$ cat src/rtl/fsbs_pkg.sv
// Package for the fan speed button synchroniser.
// Holds the beat structs, register indexes and reset values; depends on nothing.
`default_nettype none

package fsbs_pkg;

    // One input beat: a timer tick with a line sample, or a remote setpoint write.
    typedef struct packed {
        logic       func;
        logic [2:0] indicator_lines;
        logic [1:0] requested_speed;
    } in_t;

    // One result beat: the state as it stands after the item was handled.
    typedef struct packed {
        logic       button_level;
        logic [1:0] confirmed_out;
        logic [1:0] setpoint_out;
        logic       status_changed;
        logic [1:0] mode_out;
    } out_t;

    // Function codes of an input beat.
    localparam logic FUNC_TICK   = 1'b0;
    localparam logic FUNC_REMOTE = 1'b1;

    // Configuration port geometry and register indexes.
    localparam int CFG_INDEX_W = 2;
    localparam int CFG_DATA_W  = 8;
    localparam logic [CFG_INDEX_W-1:0] REG_PULSE_HIGH  = 2'd0;
    localparam logic [CFG_INDEX_W-1:0] REG_PULSE_LOW   = 2'd1;
    localparam logic [CFG_INDEX_W-1:0] REG_MAX_PRESSES = 2'd2;

    // Register reset values.
    localparam logic [7:0] PULSE_HIGH_RESET  = 8'd2;
    localparam logic [7:0] PULSE_LOW_RESET   = 8'd2;
    localparam logic [3:0] MAX_PRESSES_RESET = 4'd8;

    // Saturation point of the press counter.
    localparam logic [3:0] PRESS_COUNT_MAX = 4'd15;

endpackage

`default_nettype wire

$ cat src/rtl/fan_speed_button_sync_top.sv
// Top level of the fan speed button synchroniser: input handshake, result register
// and skid stage. Depends on fsbs_pkg and fsbs_core.
`default_nettype none

// Each accepted beat (a timer tick or a remote setpoint write) updates the controller
// state in the cycle it is taken and yields exactly one result beat, which appears on
// the result port via a register. A new beat can be taken in every cycle: the whole
// per-item update is a single pass of logic into the state registers, and a result
// register backed by a one-entry skid stage lets the input keep flowing while a
// result waits. Input stall rises only while the skid stage is occupied. Writes on the
// configuration port take effect at once and should be made while no beat is in flight.
module fan_speed_button_sync_top (
    input  wire logic                             clk,
    input  wire logic                             rst_n,
    input  wire logic                             cfg_we,
    input  wire logic [fsbs_pkg::CFG_INDEX_W-1:0] cfg_index,
    input  wire logic [fsbs_pkg::CFG_DATA_W-1:0]  cfg_data,
    input  wire logic                             in_valid,
    output logic                                  in_stall,
    input  wire fsbs_pkg::in_t                    in_item,
    output logic                                  out_valid,
    input  wire logic                             out_stall,
    output fsbs_pkg::out_t                        out_item
);
    import fsbs_pkg::*;

    logic accept;
    logic out_free;
    out_t result;
    out_t out_reg;
    out_t skid_reg;
    logic out_valid_reg;
    logic skid_valid_reg;

    assign in_stall = skid_valid_reg;
    assign accept   = in_valid && !in_stall;
    assign out_free = !out_valid_reg || !out_stall;

    fsbs_core u_core (
        .clk       (clk),
        .rst_n     (rst_n),
        .cfg_we    (cfg_we),
        .cfg_index (cfg_index),
        .cfg_data  (cfg_data),
        .accept    (accept),
        .item      (in_item),
        .result    (result)
    );

    // Result beat control: the skid entry drains first, keeping beats in order.
    always_ff @(posedge clk or negedge rst_n)
    begin
        if (!rst_n)
        begin
            out_valid_reg  <= 1'b0;
            skid_valid_reg <= 1'b0;
        end
        else if (out_free)
        begin
            if (skid_valid_reg)
            begin
                out_valid_reg  <= 1'b1;
                skid_valid_reg <= 1'b0;
            end
            else
                out_valid_reg  <= accept;
        end
        else if (accept)
            skid_valid_reg <= 1'b1;
    end

    // Result payload registers.
    always_ff @(posedge clk)
    begin
        if (out_free)
        begin
            if (skid_valid_reg)
                out_reg <= skid_reg;
            else if (accept)
                out_reg <= result;
        end
        else if (accept)
            skid_reg <= result;
    end

    assign out_valid = out_valid_reg;
    assign out_item  = out_reg;

    // The skid stage is only ever filled behind a waiting result.
    a_skid_behind_out: assert property (@(posedge clk) disable iff (!rst_n)
        skid_valid_reg |-> out_valid_reg)
        else $error("skid stage holds a beat while the result register is empty");

    // A beat taken while the result waits must land in the skid stage.
    a_skid_fill: assert property (@(posedge clk) disable iff (!rst_n)
        (out_valid_reg && out_stall && accept) |=> skid_valid_reg)
        else $error("beat accepted behind a stalled result was lost");

    // A drained skid entry moves into the result register.
    a_skid_drain: assert property (@(posedge clk) disable iff (!rst_n)
        (skid_valid_reg && !out_stall) |=> (out_valid_reg && !skid_valid_reg))
        else $error("skid entry did not move into the result register");

    // No beat is accepted while the skid stage is full, so both buffered beats stay put.
    a_no_accept_full: assert property (@(posedge clk) disable iff (!rst_n)
        (skid_valid_reg && out_stall) |=> (skid_valid_reg && out_valid_reg))
        else $error("buffered beats changed while the output was stalled");

endmodule

`default_nettype wire

$ cat src/rtl/fsbs_core.sv
// State and update logic of the fan speed button synchroniser.
// Depends on fsbs_pkg for the beat structs, register indexes and reset values.
`default_nettype none

module fsbs_core (
    input  wire logic                             clk,
    input  wire logic                             rst_n,
    input  wire logic                             cfg_we,
    input  wire logic [fsbs_pkg::CFG_INDEX_W-1:0] cfg_index,
    input  wire logic [fsbs_pkg::CFG_DATA_W-1:0]  cfg_data,
    input  wire logic                             accept,
    input  wire fsbs_pkg::in_t                    item,
    output fsbs_pkg::out_t                        result
);
    import fsbs_pkg::*;

    typedef enum logic [1:0] {
        MODE_WATCH = 2'd0,
        MODE_ADOPT = 2'd1,
        MODE_PRESS = 2'd2
    } mode_t;

    typedef enum logic [1:0] {
        PH_CHECK = 2'd0,
        PH_HIGH  = 2'd1,
        PH_LOW   = 2'd2
    } phase_t;

    logic [7:0] pulse_high_reg;
    logic [7:0] pulse_low_reg;
    logic [3:0] max_presses_reg;

    mode_t      mode_reg,        mode_next;
    phase_t     phase_reg,       phase_next;
    logic [1:0] confirmed_reg,   confirmed_next;
    logic [1:0] setpoint_reg,    setpoint_next;
    logic [1:0] sampled_reg,     sampled_next;
    logic [1:0] target_reg,      target_next;
    logic [7:0] phase_count_reg, phase_count_next;
    logic [3:0] press_count_reg, press_count_next;
    logic       changed;
    logic [1:0] decoded;

    // Configuration registers; an index beyond the list is ignored.
    always_ff @(posedge clk or negedge rst_n)
    begin
        if (!rst_n)
        begin
            pulse_high_reg  <= PULSE_HIGH_RESET;
            pulse_low_reg   <= PULSE_LOW_RESET;
            max_presses_reg <= MAX_PRESSES_RESET;
        end
        else if (cfg_we)
        begin
            case (cfg_index)
                REG_PULSE_HIGH:  pulse_high_reg  <= cfg_data;
                REG_PULSE_LOW:   pulse_low_reg   <= cfg_data;
                REG_MAX_PRESSES: max_presses_reg <= cfg_data[3:0];
                default:         ;
            endcase
        end
    end

    // Priority decode of the active-low indicator lines, highest line first.
    always_comb
    begin
        if (!item.indicator_lines[2])
            decoded = 2'd3;
        else if (!item.indicator_lines[1])
            decoded = 2'd2;
        else if (!item.indicator_lines[0])
            decoded = 2'd1;
        else
            decoded = 2'd0;
    end

    // Next state for one item.
    always_comb
    begin
        mode_next        = mode_reg;
        phase_next       = phase_reg;
        confirmed_next   = confirmed_reg;
        setpoint_next    = setpoint_reg;
        sampled_next     = sampled_reg;
        target_next      = target_reg;
        phase_count_next = phase_count_reg;
        press_count_next = press_count_reg;
        changed          = 1'b0;

        if (item.func == FUNC_REMOTE)
        begin
            setpoint_next = item.requested_speed;
        end
        else
        begin
            case (mode_reg)
                MODE_WATCH:
                begin
                    if (decoded != confirmed_reg)
                    begin
                        sampled_next = decoded;
                        mode_next    = MODE_ADOPT;
                    end
                    else if (decoded != setpoint_reg)
                    begin
                        sampled_next     = decoded;
                        target_next      = setpoint_reg;
                        press_count_next = 4'd0;
                        phase_next       = PH_CHECK;
                        phase_count_next = 8'd0;
                        mode_next        = MODE_PRESS;
                    end
                end
                MODE_ADOPT:
                begin
                    confirmed_next = sampled_reg;
                    setpoint_next  = sampled_reg;
                    changed        = 1'b1;
                    mode_next      = MODE_WATCH;
                end
                MODE_PRESS:
                begin
                    case (phase_reg)
                        PH_HIGH:
                        begin
                            if (phase_count_reg >= pulse_high_reg)
                            begin
                                phase_next       = PH_LOW;
                                phase_count_next = 8'd1;
                            end
                            else
                                phase_count_next = phase_count_reg + 8'd1;
                        end
                        PH_LOW:
                        begin
                            if (phase_count_reg >= pulse_low_reg)
                            begin
                                phase_next       = PH_CHECK;
                                phase_count_next = 8'd0;
                                if (press_count_reg < PRESS_COUNT_MAX)
                                    press_count_next = press_count_reg + 4'd1;
                            end
                            else
                                phase_count_next = phase_count_reg + 8'd1;
                        end
                        default:
                        begin
                            // Check phase: stop on a match or once the press limit is hit.
                            if (decoded == target_reg || press_count_reg >= max_presses_reg)
                            begin
                                setpoint_next    = decoded;
                                mode_next        = MODE_WATCH;
                                phase_next       = PH_CHECK;
                                phase_count_next = 8'd0;
                            end
                            else
                            begin
                                phase_next       = PH_HIGH;
                                phase_count_next = 8'd1;
                            end
                        end
                    endcase
                end
                default:
                    mode_next = MODE_WATCH;
            endcase
        end
    end

    // State registers advance only on an accepted beat.
    always_ff @(posedge clk or negedge rst_n)
    begin
        if (!rst_n)
        begin
            mode_reg        <= MODE_WATCH;
            phase_reg       <= PH_CHECK;
            confirmed_reg   <= 2'd0;
            setpoint_reg    <= 2'd0;
            sampled_reg     <= 2'd0;
            target_reg      <= 2'd0;
            phase_count_reg <= 8'd0;
            press_count_reg <= 4'd0;
        end
        else if (accept)
        begin
            mode_reg        <= mode_next;
            phase_reg       <= phase_next;
            confirmed_reg   <= confirmed_next;
            setpoint_reg    <= setpoint_next;
            sampled_reg     <= sampled_next;
            target_reg      <= target_next;
            phase_count_reg <= phase_count_next;
            press_count_reg <= press_count_next;
        end
    end

    // Result shows the state after the item.
    always_comb
    begin
        result.button_level   = (mode_next == MODE_PRESS) && (phase_next == PH_HIGH);
        result.confirmed_out  = confirmed_next;
        result.setpoint_out   = setpoint_next;
        result.status_changed = changed;
        result.mode_out       = mode_next;
    end

endmodule

`default_nettype wire
$ cat config.mk
export PLATFORM = sky130hd
export DESIGN_NAME = fan_speed_button_sync_top
export DESIGN_NICKNAME = d
export VERILOG_FILES = /design/src/rtl/fsbs_pkg.sv /design/src/rtl/fan_speed_button_sync_top.sv /design/src/rtl/fsbs_core.sv
export SDC_FILE = /design/constraint.sdc
export NUM_CORES = 1
export LEC_CHECK = 0
export ABC_CLOCK_PERIOD_IN_PS = 4000
export BUFFER_PORTS_ARGS = -buffer_cell sky130_fd_sc_hd__buf_2
export CAP_MARGIN = 5
export CORE_ASPECT_RATIO = 1.5
export CORE_MARGIN = 3
export CORE_UTILIZATION = 25
export CTS_BUF_LIST = sky130_fd_sc_hd__clkbuf_8
export CTS_CLUSTER_DIAMETER = 100
export DETAILED_ROUTE_END_ITERATION = 8
export GPL_ROUTABILITY_DRIVEN = 0
export HOLD_SLACK_MARGIN = 0.03
export PLACE_DENSITY = 0.37
export SYNTH_ARGS = -nofsm -noshare
export SYNTH_HDL_FRONTEND = slang
export SYNTH_SLANG_ARGS = --single-unit
$ cat constraint.sdc
create_clock -name clk -period 4 [get_ports clk]
set_input_delay 1.2 -clock clk [delete_from_list [all_inputs] [get_ports clk]]
set_output_delay 1.2 -clock clk [all_outputs]
set_load 0.02 [all_outputs]
## After elaboration in Yosys (flattened, before gate mapping)

Cells that the tools add are included.

| word-level totals | value |
|---|---|
| register bits after elaboration | 62 |
| output and inout port bits | 10 |
| word-level logic and storage cells | 116 |

| cells by class | value |
|---|---|
| add/subtract/negate cells | 2 |
| magnitude comparators | 4 |
| eq/ne operators | 16 |
| multiplexer cells | 45 |
| bitwise gates (word level) | 3 |
| reduce and logical (&&, ||, !) cells | 23 |

Operators with widths:

| operator | count |
|---|---|
| 2-to-1 mux 8 bit | 6 |
| 2-to-1 mux 2 bit | 19 |
| one-hot mux 8 bit (2 select lines) | 2 |
| 2-to-1 mux 4 bit | 5 |
| >= comparator 8 bit | 2 |
| one-hot mux 2 bit (2 select lines) | 4 |
| AND reduction 2 bit | 5 |
| AND reduction 5 bit | 2 |
| adder 8 x 1 -> 8 bit (second input constant) | 1 |
| equality test 2 x 1 -> 1 bit (second input constant) | 4 |
| equality test 2 bit (second input constant) | 4 |
| 2-to-1 mux 1 bit | 8 |
| inequality test 2 x 1 -> 1 bit (second input constant) | 4 |
| one-hot mux 4 bit (2 select lines) | 1 |
| AND reduction 8 bit | 1 |
| nonzero test 2 bit | 4 |
| adder 4 x 1 -> 4 bit (second input constant) | 1 |
| >= comparator 4 bit | 1 |
| zero test 2 bit | 2 |
| less-than comparator 4 bit (second input constant) | 1 |
| inequality test 2 bit | 2 |
| AND reduction 4 bit | 1 |
| zero test 1 bit | 3 |
| NOT 1 bit | 3 |
| other kinds (5) | 7 |

## Depth between registers and ports, before layout

| depth | value |
|---|---|
| depth after elaboration | 13 |
| depth in mapped cells | 10 |

## Cells and area by module

Synthesis repeated with hierarchy kept, for this count alone.

| unflattened totals | value |
|---|---|
| cells, all modules | 343 |
| area, all modules | 3604.7 um^2 |

By module, submodules not included:

| module | times used | cells an instance | area an instance (um^2) |
|---|---|---|---|
| fsbs_core | 1 | 311 | 2910.3 |
| fan_speed_button_sync_top | 1 | 32 | 694.4 |

## Worst setup path after synthesis

Ideal clock, no wire load.

| timing path | value |
|---|---|
| path type | input to register |
| start point | input port in_item[4] (netlist bit) |
| end point | register out_reg, in the netlist out_item[7] (data pin) |
| arrival time | 2.719 ns |
| slack | 1.116 ns |
| stages | 9 |
| cells stage by stage | buf_6 -> nor4bb_1 -> a31oi_1 -> o31ai_1 -> o31a_1 -> buf_6 -> o31ai_4 -> or3b_1 -> o31ai_2 |

RTL lines:

| element | line | source |
|---|---|---|
| start: declaration | fan_speed_button_sync_top.sv:20 | `input wire fsbs_pkg::in_t in_item,` |
| end signal: assignment | fan_speed_button_sync_top.sv:78 | `out_reg <= skid_reg;` |
| end signal: assignment | fan_speed_button_sync_top.sv:80 | `out_reg <= result;` |
| end: declaration | fan_speed_button_sync_top.sv:30 | `out_t out_reg;` |

## Final worst setup path

| timing path | value |
|---|---|
| start point | input port in_item[2] (netlist bit) |
| end point | register out_reg, in the netlist out_item[7] (data pin) |

| on the way | value |
|---|---|
| word-level cells in the longest chain between the ends | 13 |
| elaborated cells on any way between the ends | 24 |

Ends and longest elaborated chain:

| element | line | source |
|---|---|---|
| 2-to-1 mux 1 bit * | fsbs_core.sv:71 | `else if (!item.indicator_lines[0])` |
| 2-to-1 mux 2 bit * | fsbs_core.sv:69 | `else if (!item.indicator_lines[1])` |
| 2-to-1 mux 2 bit * | fsbs_core.sv:67 | `if (!item.indicator_lines[2])` |
| equality test 2 bit | fsbs_core.sv:149 | `if (decoded == target_reg \|\| press_count_reg >= max_presses_reg)` |
| logical OR 1 bit | fsbs_core.sv:149 |  |
| 2-to-1 mux 1 bit or 2-to-1 mux 2 bit (tied branches) | fsbs_core.sv:149 |  |
| one-hot mux 2 bit (2 select lines) or 2-to-1 mux 2 bit (tied branches) | fsbs_core.sv:123 | `case (phase_reg)` |
| one-hot mux 2 bit (2 select lines) | fsbs_core.sv:96 | `case (mode_reg)` |
| 2-to-1 mux 2 bit | fsbs_core.sv:90 | `if (item.func == FUNC_REMOTE)` |
| equality test 2 x 1 -> 1 bit or equality test 2 bit (tied branches) | fsbs_core.sv:200 | `result.button_level = (mode_next == MODE_PRESS) && (phase_next == PH_HIGH);` |
| logical AND 1 bit * | fsbs_core.sv:200 |  |
| 2-to-1 mux 8 bit * | fan_speed_button_sync_top.sv:79 | `else if (accept)` |
| 2-to-1 mux 8 bit * | fan_speed_button_sync_top.sv:77 | `if (skid_valid_reg)` |

Mark *: on every way between the ends. The rest lies on a longest branch, timed or not. The select of a mux whose other input is x is not followed.
A chain may end at the register's enable or synchronous reset.

==> out/metrics.yaml <==
job:
  drv_cap: 0
placement:
  dp.final_hpwl_mm: 6.015
  dp_cells: 563
  port-buffer-count: 30
synthesis:
  synth_top_area_frac: 0.2991
  avgSynthCellArea_sq_um: 10.34
  ys_seq_area_frac: 0.4546
  synth_edf_count: 16
  ys_top_cells_by_count: "43 x dfrtp_1, 34 x inv_1, 32 x nand2_1"
  synth_warnings: 0
  post-synth-top-count-cell: "dfrtp_1"
  ys_types: 51
  synth_flop_cell: "dfrtp_1"
  yosys.area.top_type: "dfrtp_1"
  netlist_instances: 348
  syn-num-nets: 396
  synthTopCellsByArea: "dfrtp_1 30%, edfxtp_1 13%, ha_1 9.4%"
  synthesis.area_sq_um: 3597
  yosys_register_bits: 62
  synthArstFlopShare: 0.7419
die:
  core_area_sq_um: 14060
  die_w_um: 103.9
  die_h_um: 152.9
  row_count: 53
  fp.dieArea_sq_um: 15890
  start_util: 0.2559
  pin_count: 31
clocking:
  cts_buffer_depth: 2
  clkTransAtPathRegs_ns: 0.07
  cts-root-buf: "clkbuf_8"
  postCtsSetupBuffers: 0
  cts_hold_buf: 0
  htree_levels: 3
  ctsResizeCount: 0
  cts_made_buffers: 9
  insertion_delay_ns: 0.35
  cts_tree: "built"
  clock_sinks: 62
setup_path:
  end_kind: "flop"
  ff2ff_path_depth: 9
  cp_max_fo: 8
  cp.required_ns: 4.09
  path_cells: "buf_2 -> xor2_1 -> a31oi_1 -> a21o_2 -> a31oi_1 -> buf_4 -> a211oi_1 -> o21ai_0 -> o31ai_2"
  cp_common_cell: "a31oi_1"
  worst_setup_path_start_kind: "input pin"
  max_stage_delay_ns: 0.42
  arrival_ns: 3.09
  cpMaxStageDelayCell: "a31oi_1"
  path_class: "in2reg"
sta:
  hold_slack_ns: 0.5113
  setup_violations: 0
  layout_min_cycle_time_ns: 3.004
  hold_viol_final: 0
  drv_slew: 0
  tightest_slew_ns: 0.7800
  final.setup.tns_ns: 0
  rsz0062_at_grt: "no"
  max_slew_margin: 0.4800
  fin_crit_sh: 0.7510
  fin_skew_ns: 0.01332
  max_freq_ghz: 0.3329
grt:
  antenna_found_initial: 0
  gr-total-overflow: 0
  grt_pass1_wl_mm: 13.53
  track_usage: 0.1062
  grt_max_degree: 47
  grt_pass1_vias: 2688
final_layout:
  nNetsFinal: 430
  instances_no_fill: 579
  n_antenna_cell: 0
  drive_above_1_share: 0.2248
  syn_to_final_growth_pct: 14.92
  fillers: 1543
detailed_routing:
  via_per_inst: 4.421
  drt_wl_total_mm: 8.007
  drt-initial-drc-count: 41
  vias: 2560
  drcViolationCount: 0
  wl_per_cell_um: 13.83
  ant_nets: 0
  drt-pass1-iter-count: 4
power:
  powerDensity_nw_per_um2: 491.0
  p_leak_nw: 1.764
  vdd_ir_drop_max_v: 0.0002030
run_status:
  status: "finished clean"
hold_path:
  hold_depth: 1
  hp-class: "reg2reg"
## cell usage in the layout (no fill, tap or decap), drive strengths merged, types with 5 or more instances in the layout
cell type	instances
nor3	9
inv	35
clkbuf	9
o21ai	25
o31ai	9
nand2	32
edfxtp	16
a21oi	15
nand3	11
a211oi	5
nor2	26
xnor2	8
mux2	27
dfrtp	43
ha	27
buf	35
## kinds of logic after synthesis
family	synth area share
AND/OR/NAND/NOR	0.1325
AO/OA/AOI/OAI	0.1336
flip-flops	0.4546
buffers and inverters	0.06782
multiplexers	0.09565
adder cells (fa/ha/maj)	0.09391
XOR/XNOR	0.02191
## through the flow
step                utilization  total power, W  area [sq um]  setup WS (ns)
floorplan                     -        0.001293          3597          1.116
finish                   0.2941        0.002030          4134         0.9960
CTS                      0.2941        0.002067          4134         0.9870
detailed placement       0.2783        0.001423          3913         0.5927
global placement         0.2783        0.001421          3913         0.7039
global route             0.2941        0.002175          4134         0.7672
## worst max-delay path: cells and delay by family
kind | cells | cell delay, ns
xor+xnor | 1 | 0.16
compound gates | 6 | 1.35
buf+inv | 2 | 0.38
## path summary, 6_finish.rpt
path	startpoint	end	slack [ns]
worst max register to register	u_core.mode_reg[0]	skid_reg[7]	1.29
worst min-delay path	u_core.pulse_low_reg[3]	u_core.pulse_low_reg[3]	0.51
worst max-delay path	in_item[2]	out_item[7]	1.0
max in group asynchronous	rst_n	u_core.pulse_high_reg[3]	2.62
min in group asynchronous	rst_n	u_core.confirmed_reg[0]	0.95
worst min register to register	u_core.pulse_low_reg[3]	u_core.pulse_low_reg[3]	0.51
## cell type report
type / instances / area (sq um) / share of cell area
clock inverter: 7 / 97.59 / 0.02361
inverter: 35 / 131.4 / 0.03178
sequential: 62 / 1635 / 0.3956
timing repair buffer: 35 / 187.7 / 0.04540
multi-input combinational: 239 / 1718 / 0.4156
tap: 192 / 240.2 / 0.05811
clock buffer: 9 / 123.9 / 0.02996
## report_power, final
group	internal [W]	switching (W)	leakage, nW
combinational	0.000233	0.000306	0.936
clock	0.000353	0.000276	0.106
sequential	0.000777	0.0000859	0.722
total	0.00136	0.000667	1.76
## metal layers
metal	up-vias	wire length (um)	GRT usage
li1	1297	-	-
met1	1218	3491	0.1190
met2	37	4111	0.1913
met3	8	271	0.02831
met4	0	132	0.03992
met5	-	0	0
Note: power is estimated with default switching activity, not from simulation.
